$ cat config.mk
export PLATFORM = sky130hd
export DESIGN_NAME = capture_texel_to_srgb8
export DESIGN_NICKNAME = d
export VERILOG_FILES = /design/src/ctsrgb_pkg.sv /design/src/capture_texel_to_srgb8.sv /design/src/ctsrgb_lane.sv /design/src/ctsrgb_merge.sv
export SDC_FILE = /design/constraint.sdc
export NUM_CORES = 2
export LEC_CHECK = 0
export BUFFER_PORTS_ARGS = -buffer_cell sky130_fd_sc_hd__buf_2
export CAP_MARGIN = 40
export CORE_MARGIN = 4
export CORE_UTILIZATION = 50
export CTS_CLUSTER_DIAMETER = 200
export DETAILED_ROUTE_END_ITERATION = 6
export HOLD_SLACK_MARGIN = 0.05
export PLACE_DENSITY = 0.69
export RECOVER_POWER = 50
export SLEW_MARGIN = 20
export SYNTH_ARGS = -nofsm -noshare
export SYNTH_HDL_FRONTEND = slang
export SYNTH_HIERARCHICAL = 1
export SYNTH_SLANG_ARGS = --single-unit
export TNS_END_PERCENT = 50
$ cat constraint.sdc
create_clock -name clk -period 3.5 [get_ports clk]
set_input_delay 0.35 -clock clk [delete_from_list [all_inputs] [get_ports clk]]
set_output_delay 0.35 -clock clk [all_outputs]
set_load 0.1 [all_outputs]
$ cat src/ctsrgb_pkg.sv
package ctsrgb_pkg;

    localparam logic [1:0] FMT_RGBA8   = 2'd0;
    localparam logic [1:0] FMT_BGRA8   = 2'd1;
    localparam logic [1:0] FMT_RGBA16F = 2'd2;

    // half codes in [0,1] fit in 14 bits (1.0 is 0x3C00)
    localparam int CODE_W = 14;
    localparam logic [CODE_W-1:0] HALF_ONE    = 14'h3C00;
    localparam logic [CODE_W-1:0] LINEAR_LAST = 14'h1A69;
    localparam logic [14:0]       HALF_INF    = 15'h7C00;

    // one binary search stage per output bit
    localparam int SEARCH_STAGES = 8;

    typedef struct packed {
        logic [15:0] first_channel;
        logic [15:0] second_channel;
        logic [15:0] third_channel;
    } texel_t;

    typedef struct packed {
        logic [7:0] red;
        logic [7:0] green;
        logic [7:0] blue;
        logic [7:0] alpha;
    } pixel_t;

    typedef struct packed {
        logic       valid;
        logic [7:0] value;
    } lane_res_t;

    typedef logic [255:0][CODE_W-1:0] thresh_t;
    typedef logic [383:0] big_t;

    // Exact test: is the encoded value of half code at least v - 0.5?
    function automatic logic reaches(input logic [CODE_W-1:0] code, input int unsigned v);
        logic [4:0]  e;
        logic [9:0]  f;
        logic [63:0] m;
        int unsigned s;
        logic [63:0] lhs_s;
        logic [63:0] rhs_s;
        big_t        lhs;
        big_t        rhs;
        e = {1'b0, code[13:10]};
        f = code[9:0];
        m = (e != 5'd0) ? (64'd1024 + 64'(f)) : 64'(f);
        s = (e != 5'd0) ? (25 - int'(e)) : 24;
        if (code <= LINEAR_LAST)
        begin
            lhs_s = m * 64'd65892;
            rhs_s = (64'((2 * v) - 1) * 64'd10) << s;
            return lhs_s >= rhs_s;
        end
        lhs = big_t'(1);
        rhs = big_t'(1);
        for (int i = 0; i < 12; i++)
        begin
            lhs = lhs * big_t'(53805);
            rhs = rhs * big_t'((200 * v) + 2705);
        end
        for (int i = 0; i < 5; i++)
        begin
            lhs = lhs * big_t'(m);
        end
        rhs = rhs << (5 * s);
        return lhs >= rhs;
    endfunction

    // T[v] = first half code whose encoded byte is at least v; T[0] = 0.
    function automatic thresh_t build_thresh();
        thresh_t     t;
        int unsigned lo;
        int unsigned hi;
        int unsigned mid;
        t = '0;
        for (int unsigned v = 1; v < 256; v++)
        begin
            lo = 0;
            hi = int'(HALF_ONE);
            for (int i = 0; i < 16; i++)
            begin
                if (lo < hi)
                begin
                    mid = (lo + hi) >> 1;
                    if (reaches(CODE_W'(mid), v))
                        hi = mid;
                    else
                        lo = mid + 1;
                end
            end
            t[v] = CODE_W'(lo);
        end
        return t;
    endfunction

    localparam thresh_t SRGB_THRESH = build_thresh();

endpackage

$ cat src/capture_texel_to_srgb8.sv
// Texel to 8-bit sRGB pixel converter.
// Input: a transaction is taken on each clock edge with start high and busy
// low; texel carries three 16-bit channels. busy is always low, so one texel
// can be issued every clock.
// Output: pixel is valid for exactly one cycle while done is high; alpha is
// always 255. The receiver cannot stall and must take each pixel then.
// Pipeline: input register, eight binary search stages over the curve
// threshold table, output register. The search depth is set by the 8-bit
// result width; all three channels run in parallel lanes, so throughput
// is one texel per cycle.
// Config: cfg_we writes cfg_data into the format register (0 RGBA8,
// 1 BGRA8, 2 RGBA half float, 3 acts as RGBA8). Write it only while no
// transaction is in flight.
// Reset: clears the format to RGBA8 and drops all in-flight transactions.
module capture_texel_to_srgb8 import ctsrgb_pkg::*; (
    input  logic       clk,
    input  logic       rst_n,
    input  logic       start,
    output logic       busy,
    input  texel_t     texel,
    output logic       done,
    output pixel_t     pixel,
    input  logic       cfg_we,
    input  logic [1:0] cfg_data
);

    logic [1:0]  pixel_format_reg;
    logic        accept;
    logic        is_half;
    logic [15:0] chan_r;
    logic [15:0] chan_g;
    logic [15:0] chan_b;
    lane_res_t   res_r;
    lane_res_t   res_g;
    lane_res_t   res_b;

    always_ff @(posedge clk or negedge rst_n)
    begin
        if (!rst_n)
            pixel_format_reg <= FMT_RGBA8;
        else if (cfg_we)
            pixel_format_reg <= cfg_data;
    end

    assign busy    = 1'b0;
    assign accept  = start & ~busy;
    assign is_half = (pixel_format_reg == FMT_RGBA16F);

    always_comb
    begin
        case (pixel_format_reg)
            FMT_BGRA8:
            begin
                chan_r = texel.third_channel;
                chan_b = texel.first_channel;
            end
            default:
            begin
                chan_r = texel.first_channel;
                chan_b = texel.third_channel;
            end
        endcase
        chan_g = texel.second_channel;
    end

    ctsrgb_lane u_lane_r (
        .clk      (clk),
        .rst_n    (rst_n),
        .in_valid (accept),
        .is_half  (is_half),
        .chan     (chan_r),
        .res      (res_r)
    );

    ctsrgb_lane u_lane_g (
        .clk      (clk),
        .rst_n    (rst_n),
        .in_valid (accept),
        .is_half  (is_half),
        .chan     (chan_g),
        .res      (res_g)
    );

    ctsrgb_lane u_lane_b (
        .clk      (clk),
        .rst_n    (rst_n),
        .in_valid (accept),
        .is_half  (is_half),
        .chan     (chan_b),
        .res      (res_b)
    );

    ctsrgb_merge u_merge (
        .clk   (clk),
        .rst_n (rst_n),
        .res_r (res_r),
        .res_g (res_g),
        .res_b (res_b),
        .done  (done),
        .pixel (pixel)
    );

endmodule

$ cat src/ctsrgb_lane.sv
module ctsrgb_lane import ctsrgb_pkg::*; (
    input  logic        clk,
    input  logic        rst_n,
    input  logic        in_valid,
    input  logic        is_half,
    input  logic [15:0] chan,
    output lane_res_t   res
);

    logic              valid_reg  [0:SEARCH_STAGES];
    logic              table_reg  [0:SEARCH_STAGES];
    logic [7:0]        forced_reg [0:SEARCH_STAGES];
    logic [7:0]        acc_reg    [0:SEARCH_STAGES];
    logic [CODE_W-1:0] code_reg   [0:SEARCH_STAGES-1];

    logic              table_next;
    logic [7:0]        forced_next;
    logic [CODE_W-1:0] code_next;
    logic [7:0]        acc_next   [1:SEARCH_STAGES];

    // classify the incoming channel
    always_comb
    begin
        table_next  = 1'b0;
        forced_next = chan[7:0];
        code_next   = chan[CODE_W-1:0];
        if (is_half)
        begin
            if (chan[15] || (chan[14:0] > HALF_INF))
                forced_next = 8'd0;
            else if (chan[14:0] > {1'b0, HALF_ONE})
                forced_next = 8'd255;
            else
                table_next = 1'b1;
        end
    end

    // one bit of the byte per stage, MSB first
    always_comb
    begin
        logic [7:0] cand;
        for (int k = 0; k < SEARCH_STAGES; k++)
        begin
            cand = acc_reg[k] | 8'(8'd1 << (SEARCH_STAGES - 1 - k));
            if (SRGB_THRESH[cand] <= code_reg[k])
                acc_next[k+1] = cand;
            else
                acc_next[k+1] = acc_reg[k];
        end
    end

    always_ff @(posedge clk or negedge rst_n)
    begin
        if (!rst_n)
        begin
            for (int k = 0; k <= SEARCH_STAGES; k++)
                valid_reg[k] <= 1'b0;
        end
        else
        begin
            valid_reg[0] <= in_valid;
            for (int k = 1; k <= SEARCH_STAGES; k++)
                valid_reg[k] <= valid_reg[k-1];
        end
    end

    always_ff @(posedge clk)
    begin
        table_reg[0]  <= table_next;
        forced_reg[0] <= forced_next;
        code_reg[0]   <= code_next;
        acc_reg[0]    <= 8'd0;
        for (int k = 1; k <= SEARCH_STAGES; k++)
        begin
            table_reg[k]  <= table_reg[k-1];
            forced_reg[k] <= forced_reg[k-1];
            acc_reg[k]    <= acc_next[k];
        end
        for (int k = 1; k < SEARCH_STAGES; k++)
            code_reg[k] <= code_reg[k-1];
    end

    assign res.valid = valid_reg[SEARCH_STAGES];
    assign res.value = table_reg[SEARCH_STAGES] ? acc_reg[SEARCH_STAGES]
                                                : forced_reg[SEARCH_STAGES];

endmodule

$ cat src/ctsrgb_merge.sv
module ctsrgb_merge import ctsrgb_pkg::*; (
    input  logic      clk,
    input  logic      rst_n,
    input  lane_res_t res_r,
    input  lane_res_t res_g,
    input  lane_res_t res_b,
    output logic      done,
    output pixel_t    pixel
);

    logic   done_reg;
    logic   done_next;
    pixel_t pixel_reg;
    pixel_t pixel_next;

    always_comb
    begin
        done_next        = res_r.valid & res_g.valid & res_b.valid;
        pixel_next.red   = res_r.value;
        pixel_next.green = res_g.value;
        pixel_next.blue  = res_b.value;
        pixel_next.alpha = 8'd255;
    end

    always_ff @(posedge clk or negedge rst_n)
    begin
        if (!rst_n)
            done_reg <= 1'b0;
        else
            done_reg <= done_next;
    end

    always_ff @(posedge clk)
    begin
        pixel_reg <= pixel_next;
    end

    assign done  = done_reg;
    assign pixel = pixel_reg;

endmodule
==> metrics.cfg <==
[run_status]
run_status = complete, no violations

[sta]
worst_pin_slew_ns = 0.8414
grt_setup_unrepaired = false
fmax_mhz = 303.0
skew_ns = 0.02480
slew_headroom = 0.4383
setup_slack_ns = 0.1998
drv_slew = 0
min_period_over_period = 0.9429
period_needed_ns = 3.300
setup_viol = 0
finalSetupTns_ns = 0
hold_viol_final = 0

[route]
vias = 30380
vias_per_cell = 5.790
wl_per_cell_um = 18.16
routed_wl_um = 95300
drc = 0
first_pass_iters = 6
final_antenna_net_count = 0
first_iter_violations = 3479

[floorplan]
core_um2 = 74320
dieArea_um2 = 79280
die_w_um = 281.6
start_util = 0.5035
die_height_um = 281.6
pin_count = 88
row_count = 100

[layout]
num-nets-final = 4675
postLayoutCellArea_um2 = 42060
area_growth_syn_to_layout_pct = 12.40
num_antenna_cells = 0
drive_above_1_share = 0.1159

[placement]
portBuffers = 78
place_area_um2 = 38860
hpwlAfterDp_um = 68200
routabilityCongestion = 1.012
pre_cts_ws_ns = 0.2604

[yosys]
synth_cells = 4114
synth-seq-cells = 741
ys.warnings.count = 6
yosysTopAreaCellShare = 0.3804
ys.flop_type = dfxtp_1
netlist_area_um2 = 37420
synth_edf_count = 0
synth.distinct_cells = 98
synth_area_leader_cell = dfxtp_1
syn_area_per_cell_um2 = 9.096
seq_area_frac_synth = 0.4004
async_flop_share = 0.04049
yosys-top-cells-area = dfxtp_1, ha_1, a21oi_1, inv_1, o21ai_0

[global_route]
globalRouteOverflowTotal = 0
grt_max_degree = 59
grt_usage = 0.2355
grt_pass1_wl_um = 153400
antenna_found_initial = 0
grt_pass1_vias = 29010

[power_and_ir_drop]
finalPower_mw = 35.85
powerDensity_nw_per_um2 = 852.3
p_leak_nw = 18.61
peakVddDrop_mv = 0.4664

[min_path]
whs_endpoint = u_lane_r/code_reg[0][1]
min_path_cells = 2
worstHoldStart = texel[1]
hold_class = primary input to flop

[clock_network]
clk_latency_ns = 0.61
ctsHtreeMaxLevel = 3
clock_sinks = 741
tritoncts = done
path_clk_slew_ns = 0.06
clock-root-buffer = clkbuf_16
cts_buffers = 72
clockBufferDepth = 3

[setup_path]
crit_path_end_kind = flop
cp_data_required_time_ns = 4.02
r2r_end = u_lane_r/acc_reg[0][56]
rr_worst_depth = 12
ff2ff_setup_slack_ns = 0.20
arrival_ns = 3.82
worst_setup_path_start_kind = flop
path_class = flop to flop
r2r_start = u_lane_r/acc_reg[0][50]
crit_fanout = 9

[run]
maxCapViolCount = 0

[logic make-up (layout without fill, tap and decap cells)]
| logic type | after synthesis | after routing | synth area share |
|---|---|---|---|
| compound gates | 1189 | 1189 | 0.2047 |
| simple gates | 1002 | 1002 | 0.1317 |
| flops | 741 | 741 | 0.4004 |
| buf+inv | 631 | 788 | 0.07449 |
| fa+ha+maj | 402 | 402 | 0.1344 |
| mux | 135 | 135 | 0.05106 |
| xor+xnor | 12 | 12 | 0.003010 |
| other cells | 2 | 9 | 0.0002007 |
[routing by layer]
layer  wire (um)  GRT usage  vias to the layer above
met2       42450     0.3726                     1462
met5           0          0                        -
met3        7789    0.03660                      271
met4        3942    0.09864                        0
met1       41110     0.3226                    13850
li1            -          -                    14800
[what timing repair did]
item,in CTS,in global routing
hold buffers,60,0
setup endpoints to repair,0,1
resized for setup,0,1
hold endpoints to repair,82,0
setup buffers,0,0
[placed cells by master (no fill, tap or decap), types with 32 or more instances in the layout]
cell and n:
ha_1 402, nand4_1 46, a21oi_1 286, buf_4 144, inv_1 351, nand2b_1 91, buf_2 78, nand3_1 68
a31oi_1 52, o21ai_1 43, a211oi_1 54, a21o_1 37, nor3_1 63, mux2i_1 36, dfxtp_1 701, mux4_2 32
clkbuf_16 74, nor2_1 217, o22ai_1 51, dlygate4sd3_1 60, nor2b_1 92, o211ai_1 86, o21a_1 45, nand2_1 301
o21ai_0 263, mux2_2 45
[layout make-up]
cell class | instances | area (um2)
clock inverters | 36 | 523.0
well taps | 969 | 1212
repair buffers | 290 | 2227
flip-flops and latches | 741 | 15000
clock buffers | 97 | 2058
multi-input cells | 2749 | 19680
inverters | 365 | 1370
fillers | 6446 | 32260
[Yosys cell counts (19+ instances only)]
cell type	n
buf_2	88
a211o_1	23
o21ai_1	43
nand4_1	46
a31oi_1	52
buf_4	31
o22ai_1	51
inv_1	351
ha_1	402
mux2_2	45
nand3_1	68
and4_1	22
o21ai_0	263
mux2_4	20
clkbuf_1	112
nor2b_1	92
dfrtp_1	30
mux2i_1	36
o211ai_1	86
nor2_1	217
o31ai_1	22
mux4_2	32
a21o_1	37
a221oi_1	24
nand2b_1	91
nor3_1	63
o311ai_0	19
nand2_1	301
a21oi_1	286
o21a_1	45
a211oi_1	54
dfxtp_1	711
[report_power, final]
| part | internal, mW | switching, mW | total, mW |
|---|---|---|---|
| Sequential | 9.61 | 1.02 | 10.6 |
| Combinational | 6.78 | 10.4 | 17.1 |
| Clock | 4.87 | 3.22 | 8.09 |
| Total | 21.3 | 14.6 | 35.8 |
[worst max-delay path: stages (launching register included)]
cell and delay (ns):
dfxtp_1 0.44, inv_1 0.09, ha_1 0.41, nor2b_1 0.21, o31a_1 0.30, mux4_2 0.49
o21ai_1 0.20, ha_1 0.27, a21o_1 0.18, a221o_1 0.31, a21oi_1 0.14, nand2_1 0.06
o22ai_1 0.11
[stage by stage]
step	hold slack (ns)	utilization	cells
after CTS	0.05415	0.5656	5245
after global routing	0.08089	0.5660	5247
after floorplan	0.05441	-	4121
final	0.1055	0.5660	5247
after global placement	0.3110	0.5228	5052
after detailed placement	0.3121	0.5228	5052
[worst max path at each step]
stage	from	end	slack, ns	cells after the start
3_5_place_dp	u_lane_r/acc_reg[0][50]	u_lane_r/acc_reg[0][56]	0.26	12
3_3_place_gp	u_lane_b/acc_reg[0][45]	u_lane_b/acc_reg[0][49]	0.29	10
2_1_floorplan	u_lane_r/acc_reg[0][49]	u_lane_r/acc_reg[0][56]	0.1	15
5_1_grt	u_lane_b/acc_reg[0][50]	u_lane_b/acc_reg[0][56]	0.002	12
6_report	u_lane_r/acc_reg[0][50]	u_lane_r/acc_reg[0][56]	0.20	12
4_1_cts	u_lane_r/acc_reg[0][50]	u_lane_r/acc_reg[0][56]	0.25	12
No activity file was read; power rests on OpenSTA's default activity.
